## src/design/ssem_pkg.sv

```systemverilog
// ----------------------------------------------------------------------------
// ssem_pkg
// Shared types and constants for the small experimental machine core:
// command and function codes, sequencer states and adder operations.
// ----------------------------------------------------------------------------
package ssem_pkg;

    localparam int WORD_BITS   = 32;
    localparam int STORE_DEPTH = 32;
    localparam int LINE_BITS   = $clog2(STORE_DEPTH);
    localparam int FUNC_LSB    = 13;
    localparam int FUNC_BITS   = 3;
    localparam int CMD_BITS    = 2;

    typedef logic [WORD_BITS-1:0] t_word;
    typedef logic [LINE_BITS-1:0] t_line;

    // request commands
    typedef enum logic [CMD_BITS-1:0] {
        CMD_STEP  = 2'd0,
        CMD_WRITE = 2'd1,
        CMD_READ  = 2'd2,
        CMD_CLEAR = 2'd3
    } t_cmd;

    // instruction function field
    typedef enum logic [FUNC_BITS-1:0] {
        FN_JMP  = 3'd0,
        FN_JRP  = 3'd1,
        FN_LDN  = 3'd2,
        FN_STO  = 3'd3,
        FN_SUB  = 3'd4,
        FN_SUB2 = 3'd5,
        FN_CMP  = 3'd6,
        FN_STP  = 3'd7
    } t_func;

    // shared adder operation
    typedef enum logic {
        ALU_ADD = 1'b0,
        ALU_SUB = 1'b1
    } t_alu_op;

    // adder request from the sequencer
    typedef struct packed {
        t_alu_op op;
        t_word   a;
        t_word   b;
    } t_alu_req;

    // sequencer states
    typedef enum logic [2:0] {
        ST_IDLE,
        ST_INC,
        ST_FETCH,
        ST_DECODE,
        ST_EXEC,
        ST_WRITE,
        ST_READ,
        ST_DONE
    } t_state;

endpackage

```

## src/design/small_experimental_machine_core_top.sv

```systemverilog
// ----------------------------------------------------------------------------
// small_experimental_machine_core_top
// 32-line, 32-bit stored-program machine core. A small sequencer drives one
// shared adder and a single-port store through fetch, operand read and
// execute for each step request.
//
//  channel   | ports                                          | handshake
//  ----------+------------------------------------------------+--------------
//  request   | i_cmd, i_line_address, i_write_word            | start / busy
//  result    | o_control_count, o_accumulator_value,          | o_done strobe
//            | o_read_word, o_executed_opcode, o_halted       |
//
// A request is taken when start is high and busy is low. After acceptance a
// step runs increment, fetch, decode, execute and done; a read or write runs
// its store access and done; a clear or a halted step goes straight to done.
// The store has a single port. The result shows for the one cycle o_done is
// high and the receiver cannot stall it. i_rst_n clears the counter,
// accumulator, halt flag and sequencer; the store keeps no reset value.
// ----------------------------------------------------------------------------
module small_experimental_machine_core_top
    import ssem_pkg::*;
(
    input  logic                        i_clk,
    input  logic                        i_rst_n,
    input  logic                        start,
    output logic                        busy,
    input  logic [CMD_BITS-1:0]         i_cmd,
    input  logic [LINE_BITS-1:0]        i_line_address,
    input  logic [WORD_BITS-1:0]        i_write_word,
    output logic                        o_done,
    output logic [WORD_BITS-1:0]        o_control_count,
    output logic signed [WORD_BITS-1:0] o_accumulator_value,
    output logic [WORD_BITS-1:0]        o_read_word,
    output logic [FUNC_BITS-1:0]        o_executed_opcode,
    output logic                        o_halted
);

    t_state r_state, n_state;
    t_word  r_cc, n_cc;
    t_word  r_acc, n_acc;
    logic   r_halt, n_halt;
    t_cmd   r_cmd, n_cmd;
    t_line  r_addr, n_addr;
    t_word  r_wword, n_wword;
    t_word  r_rword, n_rword;
    t_func  r_op, n_op;
    t_word  r_instr, n_instr;

    // store and its single port
    t_word  r_store [STORE_DEPTH];
    t_word  r_rdata;
    t_line  mem_addr;
    logic   mem_we;
    t_word  mem_wdata;

    t_alu_req alu_req;
    t_word    alu_y;
    t_func    exec_func;
    t_line    exec_line;

    ssem_alu u_alu (
        .i_req    (alu_req),
        .o_result (alu_y)
    );

    assign exec_func = t_func'(r_instr[FUNC_LSB +: FUNC_BITS]);
    assign exec_line = r_instr[LINE_BITS-1:0];

    // store: one optional write and one registered read per cycle, same address
    always_ff @(posedge i_clk) begin
        if (mem_we) begin
            r_store[mem_addr] <= mem_wdata;
        end
        r_rdata <= r_store[mem_addr];
    end

    // state registers
    always_ff @(posedge i_clk) begin
        if (!i_rst_n) begin
            r_state <= ST_IDLE;
            r_cc    <= '0;
            r_acc   <= '0;
            r_halt  <= 1'b0;
        end else begin
            r_state <= n_state;
            r_cc    <= n_cc;
            r_acc   <= n_acc;
            r_halt  <= n_halt;
        end
    end

    // request and result payload
    always_ff @(posedge i_clk) begin
        r_cmd   <= n_cmd;
        r_addr  <= n_addr;
        r_wword <= n_wword;
        r_rword <= n_rword;
        r_op    <= n_op;
        r_instr <= n_instr;
    end

    // sequencer: next state, adder and store control
    always_comb begin
        n_state   = r_state;
        n_cc      = r_cc;
        n_acc     = r_acc;
        n_halt    = r_halt;
        n_cmd     = r_cmd;
        n_addr    = r_addr;
        n_wword   = r_wword;
        n_rword   = r_rword;
        n_op      = r_op;
        n_instr   = r_instr;
        mem_addr  = r_addr;
        mem_we    = 1'b0;
        mem_wdata = r_wword;
        alu_req   = '{op: ALU_ADD, a: '0, b: '0};

        unique case (r_state)
            ST_IDLE: begin
                if (start) begin
                    n_cmd   = t_cmd'(i_cmd);
                    n_addr  = i_line_address;
                    n_wword = i_write_word;
                    n_rword = '0;
                    n_op    = FN_JMP;
                    unique case (t_cmd'(i_cmd))
                        CMD_STEP:  n_state = r_halt ? ST_DONE : ST_INC;
                        CMD_WRITE: n_state = ST_WRITE;
                        CMD_READ:  n_state = ST_READ;
                        CMD_CLEAR: begin
                            n_cc    = '0;
                            n_acc   = '0;
                            n_halt  = 1'b0;
                            n_state = ST_DONE;
                        end
                        default:   n_state = ST_DONE;
                    endcase
                end
            end
            // counter plus one
            ST_INC: begin
                alu_req = '{op: ALU_ADD, a: r_cc, b: t_word'(1)};
                n_cc    = alu_y;
                n_state = ST_FETCH;
            end
            // instruction read at the counter line
            ST_FETCH: begin
                mem_addr = r_cc[LINE_BITS-1:0];
                n_state  = ST_DECODE;
            end
            // latch instruction, read its operand line
            ST_DECODE: begin
                n_instr  = r_rdata;
                mem_addr = r_rdata[LINE_BITS-1:0];
                n_state  = ST_EXEC;
            end
            // execute with the operand in r_rdata
            ST_EXEC: begin
                n_op     = exec_func;
                mem_addr = exec_line;
                unique case (exec_func)
                    FN_JMP: begin
                        alu_req = '{op: ALU_ADD, a: '0, b: r_rdata};
                        n_cc    = alu_y;
                    end
                    FN_JRP: begin
                        alu_req = '{op: ALU_ADD, a: r_cc, b: r_rdata};
                        n_cc    = alu_y;
                    end
                    FN_LDN: begin
                        alu_req = '{op: ALU_SUB, a: '0, b: r_rdata};
                        n_acc   = alu_y;
                    end
                    FN_STO: begin
                        mem_we    = 1'b1;
                        mem_wdata = r_acc;
                    end
                    FN_SUB, FN_SUB2: begin
                        alu_req = '{op: ALU_SUB, a: r_acc, b: r_rdata};
                        n_acc   = alu_y;
                    end
                    FN_CMP: begin
                        // skip the next line when the accumulator is negative
                        alu_req = '{op: ALU_ADD, a: r_cc,
                                    b: {{(WORD_BITS-1){1'b0}}, r_acc[WORD_BITS-1]}};
                        n_cc    = alu_y;
                    end
                    FN_STP: n_halt = 1'b1;
                    default: n_halt = r_halt;
                endcase
                n_state = ST_DONE;
            end
            ST_WRITE: begin
                mem_we  = 1'b1;
                n_state = ST_DONE;
            end
            // read issued here, data lands next cycle
            ST_READ: begin
                mem_addr = r_addr;
                n_state  = ST_DONE;
            end
            ST_DONE: begin
                n_state = ST_IDLE;
            end
            default: n_state = ST_IDLE;
        endcase
    end

    // read data is valid in the done cycle that follows the read
    always_comb begin
        if (r_cmd == CMD_READ) begin
            o_read_word = r_rdata;
        end else begin
            o_read_word = r_rword;
        end
    end

    assign busy                = (r_state != ST_IDLE);
    assign o_done              = (r_state == ST_DONE);
    assign o_control_count     = r_cc;
    assign o_accumulator_value = $signed(r_acc);
    assign o_executed_opcode   = r_op;
    assign o_halted            = r_halt;

endmodule

```

## src/design/ssem_alu.sv

```systemverilog
// ----------------------------------------------------------------------------
// ssem_alu
// Shared 32-bit add/subtract unit used by every arithmetic step of the core:
// counter increment, jump, relative jump, skip, negate-load and subtract.
// ----------------------------------------------------------------------------
module ssem_alu
    import ssem_pkg::*;
(
    input  t_alu_req i_req,
    output t_word    o_result
);

    // wrapping add or subtract
    always_comb begin
        unique case (i_req.op)
            ALU_ADD: o_result = i_req.a + i_req.b;
            ALU_SUB: o_result = i_req.a - i_req.b;
            default: o_result = i_req.a;
        endcase
    end

endmodule

```

## config.mk

```make
export PLATFORM = sky130hd
export DESIGN_NAME = small_experimental_machine_core_top
export DESIGN_NICKNAME = d
export VERILOG_FILES = /design/src/design/ssem_pkg.sv /design/src/design/small_experimental_machine_core_top.sv /design/src/design/ssem_alu.sv
export SDC_FILE = /design/constraint.sdc
export NUM_CORES = 1
export LEC_CHECK = 0
export BUFFER_PORTS_ARGS = -buffer_cell sky130_fd_sc_hd__buf_2
export CORE_MARGIN = 5
export CORE_UTILIZATION = 50
export CTS_BUF_LIST = sky130_fd_sc_hd__clkbuf_4 sky130_fd_sc_hd__clkbuf_8
export CTS_CLUSTER_SIZE = 28
export DETAILED_ROUTE_END_ITERATION = 16
export GPL_ROUTABILITY_DRIVEN = 0
export MAX_ROUTING_LAYER = met4
export PLACE_DENSITY = 0.66
export SKIP_LAST_GASP = 1
export SLEW_MARGIN = 20
export SYNTH_ARGS = -nofsm -noshare
export SYNTH_HDL_FRONTEND = slang
export SYNTH_SLANG_ARGS = --single-unit
```

## constraint.sdc

```tcl
create_clock -name i_clk -period 5.16 [get_ports i_clk]
set_input_delay 0.516 -clock i_clk [delete_from_list [all_inputs] [get_ports i_clk]]
set_output_delay 0.516 -clock i_clk [all_outputs]
set_load 0.01 [all_outputs]
```

# Yosys cells after proc, flatten, opt, wreduce, memory -nomap -nowiden
# Memories as Yosys holds them, arrays and structs flattened. A register that Yosys moved wholly into a read port is not among the register bits.
# Cells that the tools add are included.
# op_classes
addsub	2
n_eq_ne	23
n_mux	27
bitwise_logic	1
reduce_logical	15
# op_table
operator	count
$pmux 65 s5	1
$mux 32	7
$pmux 65 s2	1
$pmux 32 s2	2
$pmux 32 s3	1
$add 32x32->32	1
$sub 32x32->32	1
$eq 3x3->1 const B	8
$pmux 3 s6	1
$pmux 5 s3	1
$eq 3x2->1 const B	4
$pmux 3 s4	1
$reduce_and 4->1	3
$mux 3	3
$reduce_or 3->1	3
$eq 2x2->1 const B	3
$eq 3x1->1 const B	2
$logic_not 3->1	2
$mux 1	6
$ne 2x2->1 const B	3
$pmux 3 s2	1
$reduce_bool 3->1	2
$ne 2x1->1 const B	2
$pmux 1 s2	2
6 further kinds	7
# totals
regBits	126
mem_bits_rw	1024
inputBits	42
out_inout_bits	102
elab_cells	78
n_memories	1
# mem_list
memory	words	width	read_ports	rd_ports_with_merged_regs	write_ports	line_no	source
r_store	32	32	1	1	1	small_experimental_machine_core_top.sv:50	t_word r_store [STORE_DEPTH];

# Logic depth before layout (Yosys ltp)
# Gate-level depths: netlist (run 1).
# depth
word_depth	8
ltp_mapped	23

# Cells and area by module
# A second synthesis (run 1) with hierarchy kept.
# unflattened
hier_cells	3560
area_unflattened_um2	48041.1
# modules_own_cells
module	instances	cells_each	area_each_um2	seq_area_each_um2
small_experimental_machine_core_top	1	3221	45666.3	34252.9
ssem_alu	1	339	2374.8	0.0

# Worst setup path before layout (run 1)
# Ideal clock, no wire load.
# synth_path
kind	register to register
startpoint	register r_instr[15]
endpoint	register r_acc[28] (netlist: o_accumulator_value[28])
arrival_ps	4587
required_ps	5032
setup_slack_ps	445
path_stages_with_launch	24
n_path_buf	4
synth_period_minus_slack_ps	4715
cell_sequence	edfxtp_1 -> clkbuf_1 -> o21ai_0 -> and2_1 -> clkbuf_1 -> clkbuf_1 -> nand2_1 -> ha_1 -> o21ai_1 -> nand2b_1 -> o31ai_1 -> mux2_2 -> nand2_1 -> ha_1 -> buf_6 -> and3_4 -> and3_4 -> a221o_1 -> a21oi_2 -> o22ai_2 -> o41ai_4 -> xor2_1 -> a2bb2oi_1 -> nor2_1
# synth_between
elab_chain_len	8
elab_cells_between_ends	18
classes_between	add/sub: 2; eq/ne: 6; mux: 5; bitwise: 1; reduce/logical: 4
# synth_lines
item	line_no	source
start, declared	small_experimental_machine_core_top.sv:47	t_word r_instr, n_instr;
start signal, assigned	small_experimental_machine_core_top.sv:99	r_instr <= n_instr;
$eq 3x3->1	small_experimental_machine_core_top.sv:162	unique case (exec_func)
$reduce_or 2->1	--	
$pmux 65 s5	small_experimental_machine_core_top.sv:162	
$pmux 65 s2	small_experimental_machine_core_top.sv:119	unique case (r_state)
$sub 32x32->32, or another cell as far along	ssem_alu.sv:17	ALU_SUB: o_result = i_req.a - i_req.b;
$pmux 32 s2	ssem_alu.sv:15	unique case (i_req.op)
$mux 32	small_experimental_machine_core_top.sv:162	
$pmux 32 s2	small_experimental_machine_core_top.sv:119	
end signal, assigned	small_experimental_machine_core_top.sv:87	r_acc <= n_acc;
end, declared	small_experimental_machine_core_top.sv:40	t_word r_acc, n_acc;
# Parallel ways exist; a longest one is shown, timed or not. The select of a mux whose other input is x is not followed.
# A chain may end at the register's enable or synchronous reset.

# Worst setup path in the final report (run 1)
# layout_path
startpoint	register r_instr[14]
endpoint	register r_acc[28] (netlist: o_accumulator_value[28])
# The elaborated chain is that of the path after synthesis.

==> results of run 1 <==
-- routing by layer --
metal | part of all wire [%] | wire length [um] | track usage [%]
met5 | 0 | 0 | -
met4 | 3.3 | 4208 | 8.748
met3 | 9.0 | 11520 | 5.119
met2 | 49 | 62370 | 41.75
met1 | 39 | 49380 | 34.79
-- flip-flops by register name, indices dropped and copies added (netlist names) --
signal,count
r_addr,5
r_cmd,2
r_wword,32
r_state,3
r_instr,8
o_control_count,32
r_rdata,32
o_accumulator_value,32
r_store,1024
o_executed_opcode,3
o_halted,1
-- worst max-delay path by stage --
stage / startpoint / endpoint / slack, ns / cells after the start
CTS: r_instr[14] / o_accumulator_value[28] / 0.16 / 20
floorplan: r_instr[15] / o_accumulator_value[28] / 0.44 / 23
finish: r_instr[14] / o_accumulator_value[28] / 0.20 / 20
detailed placement: r_instr[15] / o_accumulator_value[28] / 0.21 / 20
global route: r_instr[14] / o_accumulator_value[28] / -0.01 / 20
global placement: r_instr[15] / o_accumulator_value[28] / 0.29 / 20
-- critical path: cells and delay by family, from the launching register on --
kind / cells / cell delay, ns
compound gates: 9 / 2.09
simple gates: 6 / 1.01
fa+ha+maj: 2 / 0.57
flops: 1 / 0.53
mux: 1 / 0.36
xor+xnor: 1 / 0.21
buf+inv: 1 / 0.10
-- logic make-up (layout without fill, tap and decap cells) --
| kind of cell | Yosys count | after routing | synth area share [%] |
|---|---|---|---|
| flip-flops | 1174 | 1174 | 73.29 |
| AO/OA/AOI/OAI | 387 | 387 | 5.991 |
| AND/OR/NAND/NOR | 378 | 378 | 3.978 |
| multiplexers | 307 | 307 | 13.54 |
| buffers and inverters | 157 | 611 | 1.593 |
| XOR/XNOR | 38 | 38 | 0.7121 |
| adder cells (fa/ha/maj) | 33 | 33 | 0.8995 |
| other | 0 | 1 | 0 |
-- final cells by class --
| cell class | count | share of cell area (%) |
|---|---|---|
| Antenna cell | 1 | 0.004675 |
| Clock buffer | 249 | 5.620 |
| Clock inverter | 72 | 0.7784 |
| Inverter | 16 | 0.1122 |
| Multi-Input combinational cell | 1143 | 22.58 |
| Sequential cell | 1174 | 63.99 |
| Tap cell | 1254 | 2.931 |
| Timing Repair Buffer | 274 | 3.983 |
-- timing repair --
item,CTS,global route
hold buffers,40,0
setup endpoints to repair,0,12
gates resized for setup,0,4
setup buffers,0,2
endpoints found under the hold margin,41,0
-- through the flow --
step           TNS [ns]  worst slack (ns)  hold WS (ns)
2_1_floorplan         0            0.4449        0.4064
3_3_place_gp          0            0.2867        0.4542
3_5_place_dp          0            0.2134        0.4606
4_1_cts               0            0.1639       0.08911
5_1_grt        -0.01181          -0.01181        0.1353
6_report              0            0.1973        0.1722
-- cell usage in the layout, fill, tap and decap left out, types with 65 or more instances in the layout --
cell type	Yosys	final
dfxtp_1	100	100
clkbuf_8	0	182
nor2_1	132	94
edfxtp_1	1074	1074
nand2_1	77	76
a22oi_1	178	178
buf_4	28	65
buf_2	21	143
mux4_2	256	256
clkbuf_4	0	67
-- power groups by stage --
stage | Combinational [mW] | Sequential, mW | Clock (mW)
6_report | 5.76 | 11.2 | 7.39
5_1_grt | 6.10 | 11.2 | 7.99
2_1_floorplan | 3.81 | 11.2 | 0
3_5_place_dp | 5.64 | 11.4 | 0
3_3_place_gp | 5.57 | 11.4 | 0
4_1_cts | 5.69 | 11.2 | 7.51
==> results_dict.tcl, run 1 <==
set metrics [dict create \
    status "finished, final reports clean" \
    drt_iter0_markers 3380 \
    clkPwrFrac_pct 30.3 \
    internal_power_mw 16.98 \
    post-synth-top-count-cell "edfxtp_1" \
    h-tree-depth 4 \
    p_leak_nw 17.49 \
    hold_depth 3 \
    synth_cell_types 74 \
    p_switching_mw 7.378 \
    maxSlewHeadroom_pct 31.64 \
    viasPerCell 6.377 \
    tightest_slew_ns 1.023 \
    drt_pass1_iterations 6 \
    cap_violations 0 \
    path_clk_slew_ns 0.07 \
    core_mm2 0.09305 \
    worstHoldPathType "in -> reg" \
    grt_pass1_vias 26550 \
    slowest_delay_ns 0.53 \
    grt_pass1_wl_mm 184.0 \
    fin_nets 2862 \
    cp.required_ns 5.90 \
    wirelength_mm 127.5 \
    portBuffers 143 \
    seq_area_frac_synth_pct 73.29 \
    synth_top_area_share_pct 69.00 \
    yosys.area.top_type "edfxtp_1" \
    min_from "i_rst_n" \
    ys_top_cells_by_count "1,074 x edfxtp_1, 256 x mux4_2, 178 x a22oi_1" \
    p_comb_share_pct 23.6 \
    placed_area_mm2 0.04966 \
    synth.avg_cell_area_um2 18.89 \
    reg2reg_depth 20 \
    die_area_mm2 0.09969 \
    area_growth_pct 14.52 \
    p_sw_share_pct 30.29 \
    cts.sinks 1174 \
    arrival_ns 5.71 \
    clk_latency_ns 0.86 \
    drive_gt1_share_pct 30.57 \
    critPathKind "reg -> reg" \
    peakVddDrop_uv 287.0 \
    cellPowerDensity_mw_per_mm2 455.1 \
    drc 0 \
    seqPwrFrac_pct 46.0 \
    syn-cell-area_mm2 0.04674 \
    dieWidth_um 315.7 \
    ys.flop_type "edfxtp_1" \
    netlist_top_cells_area "edfxtp_1 69%, mux4_2 12%, dfxtp_1 4.3%, a22oi_1 2.9%, nor2_1 1.1%" \
    hold-path-endpoint "r_state[1]" \
    grt.overflow.total 0 \
    synth_edf_count 1074 \
    seqCellArea_mm2 0.03425 \
    grt_max_degree 127 \
    cts_tree "built" \
    cp-end-kind "register" \
    final-instance-count-excl-fill 4183 \
    synth_seq_cells 1174 \
    drtAntennaViolNets 0 \
    timing.rr.start "r_instr[14]" \
    io_pins 144 \
    power_mw 24.36 \
    reg2reg_slack_ns 0.20 \
    num-fill-cells 6878 \
    finClkSkew_ns 0.04535 \
    worst_path_max_delay_cell "edfxtp_1" \
    worstPathMaxFanout 8 \
    synth_cells 2474 \
    routedWlPerCell_um 30.47 \
    path_cells "and3b_1, a22oi_1, o22ai_2, inv_1, ha_1, o21ai_2, nand2b_1, o31ai_1, mux2_2, nand2_1, ha_1, and3_4, and3_4, a221o_1, a21oi_2, o22ai_2, o41ai_4, xor2_1, a2bb2oi_1, nor2_1" \
    syn_nets 2549 \
    hold_viol 0 \
    start_util_pct 50.23 \
    cts-root-buf "clkbuf_8" \
    finalMaxSlewViolations 0 \
    via_count 26680 \
    grt.total_usage_pct 26.29 \
    setup_viol 0 \
    crit_path_start_kind "register" \
    antenna_found_initial 4 \
    synth_warnings 0 \
    cts_buffer_depth 3 \
    dp_hpwl_mm 75.81 \
    dp_cells 3819 \
    cts_buffers 178 \
    fmaxAchievable_ghz 0.2015 \
    fin_area_mm2 0.05353 \
    multi_input_comb_area_mm2 0.01208 \
    r2r_end "o_accumulator_value[28]" \
    period_needed_ns 4.963 \
    synth-async-reset-ratio_pct 0 \
    fin_util_pct 57.52 \
    die_h_um 315.7 \
    fp-row-count 112 \
    fin_crit_sh_pct 96.18 \
]
No activity file was read; power rests on OpenSTA's default activity.
==> run 2, diff against run 1 <==
CORE_UTILIZATION = 30   (was 50)
CTS_BUF_LIST = unset   (was sky130_fd_sc_hd__clkbuf_4 sky130_fd_sc_hd__clkbuf_8)
PLACE_DENSITY = unset   (was 0.66)
PLACE_DENSITY_LB_ADDON = 0.15   (was unset)
==> results_dict.tcl, run 2 (synthesized netlist as in run 1, its figures left out) <==
set metrics [dict create \
    status "finished, final reports clean" \
    cp.required_ns 5.75 \
    start_util_pct 30.27 \
    wl_met3_mm 7.809 \
    area_growth_pct 18.11 \
    die_h_um 404.7 \
    path_cells "and3b_1, a22oi_1, o22ai_2, inv_1, ha_1, o21ai_1, nand2b_1, o31ai_1, mux2_2, nand2_1, ha_1, and3_4, and3_4, a221o_1, a21oi_2, o22ai_2, o41ai_4, xor2_1, a2bb2oi_1, nor2_1" \
    core_mm2 0.1544 \
    worstPathMaxFanout 8 \
    critPathKind "reg -> reg" \
    fp-row-count 144 \
    worstHoldPathType "in -> reg" \
    cts.sinks 1174 \
    path_clk_slew_ns 0.06 \
    io_pins 144 \
    fin_hold_ws_ns 0.1172 \
    cap_violations 0 \
    period_needed_ns 4.861 \
    maxSlewHeadroom_pct 31.23 \
    grt.overflow.total 0 \
    final-instance-count-excl-fill 4869 \
    hold_viol 0 \
    mostFrequentLayoutCell "edfxtp_1" \
    finalMaxSlewViolations 0 \
    dp_hpwl_mm 86.37 \
    clk_latency_ns 0.76 \
    cts-root-buf "clkbuf_16" \
    wl_met2_mm 69.59 \
    finClkSkew_ns 0.03312 \
    cts_buffers 130 \
    largest_register_ffs 1024 \
    fin_tns_setup_ns 0 \
    crit_path_start_kind "register" \
    antenna_found_initial 5 \
    portBuffers 143 \
    setup_viol 0 \
    p_leak_nw 17.65 \
    routedWlPerCell_um 29.86 \
    drt_iter0_markers 2518 \
    top_layer_used "met4" \
    grt_pass1_vias 26060 \
    die_area_mm2 0.1638 \
    layout_common_cells "1,074 x edfxtp_1, 256 x mux4_2, 178 x a22oi_1, 143 x buf_2, 138 x clkbuf_16" \
    tightest_slew_ns 1.030 \
    cp-end-kind "register" \
    drtAntennaViolNets 0 \
    drt_pass1_iterations 6 \
    rsz0062_at_grt "no" \
    largest_register "r_store" \
    wirelength_mm 145.4 \
    via_count 25650 \
    drc 0 \
    fmaxAchievable_ghz 0.2057 \
    peakVddDrop_uv 375.4 \
    fin_nets 2805 \
    slowest_delay_ns 0.45 \
    cts_tree "built" \
    h-tree-depth 4 \
    arrival_ns 5.45 \
    viasPerCell 5.267 \
    dp_cells 4603 \
    grt_pass1_wl_mm 204.5 \
    dieWidth_um 404.7 \
    drive_gt1_share_pct 27.44 \
    grt.total_usage_pct 18.12 \
    wl_met1_mm 65.21 \
    grt_max_degree 127 \
    cts_buffer_depth 3 \
    worst_path_max_delay_cell "edfxtp_1" \
    fin_crit_sh_pct 94.20 \
    postCtsSetupRepairBufs 0 \
    cellPowerDensity_mw_per_mm2 475.4 \
]
-- run 2: timing repair --
| action | CTS | global route |
|---|---|---|
| endpoints found under the hold margin | 39 | 0 |
| setup endpoints to repair | 0 | 6 |
| hold buffers | 39 | 0 |
| resized for setup | 0 | 1 |
-- run 2: routing by layer --
metal	GRT usage, %	vias up
li1	-	10710
met1	24.96	13840
met2	28.72	915
met3	2.489	179
met4	4.312	0
met5	-	-
-- run 2: per-stage QoR --
| step | setup slack, ns | instance area, um2 | utilization, % | power, mW |
|---|---|---|---|---|
| after CTS | 0.2381 | 55200 | 35.75 | 26.58 |
| final | 0.2995 | 55200 | 35.75 | 26.25 |
| after floorplan | 0.4449 | 46740 | - | 15.03 |
| after global routing | 0.02727 | 55200 | 35.75 | 27.34 |
| after detailed placement | 0.2466 | 50600 | 32.77 | 17.31 |
| after global placement | 0.3309 | 50590 | 32.77 | 17.25 |
-- run 2: cell type report --
| class | count | area (um2) |
|---|---|---|
| Clock buffer | 179 | 3697 |
| Timing Repair Buffer | 265 | 2054 |
| Tap cell | 2044 | 2557 |
| Inverter | 16 | 60.06 |
| Sequential cell | 1174 | 34250 |
| Fill cell | 14320 | 99200 |
| Antenna cell | 1 | 2.502 |
| Multi-Input combinational cell | 1143 | 12070 |
| Clock inverter | 47 | 505.5 |
-- run 2: worst max-delay path: cells and delay by family (launching register included) --
kind,cells,cell delay [ns]
adders and majority gates,2,0.53
AOI/OAI and AO/OA,9,2.04
and+or+nand+nor,6,1.01
buffers and inverters,1,0.11
DFF,1,0.45
muxes,1,0.37
xor gates and xnor gates,1,0.21
-- run 2: path summary, 6_finish.rpt --
check | from | endpoint | slack, ns | cells past startpoint
hold / removal | start | r_state[1] | 0.12 | 3
setup / recovery | r_instr[14] | o_accumulator_value[28] | 0.30 | 20
hold reg to reg | o_control_count[30] | o_control_count[30] | 0.48 | 2
setup reg to reg | r_instr[14] | o_accumulator_value[28] | 0.30 | 20
-- run 2: power breakdown --
part           internal (mW)  total (mW)  switching, mW
clock                   5.49        9.18           3.69
sequential              10.8        11.2          0.411
combinational           2.30        5.83           3.53
total                   18.6        26.2           7.63
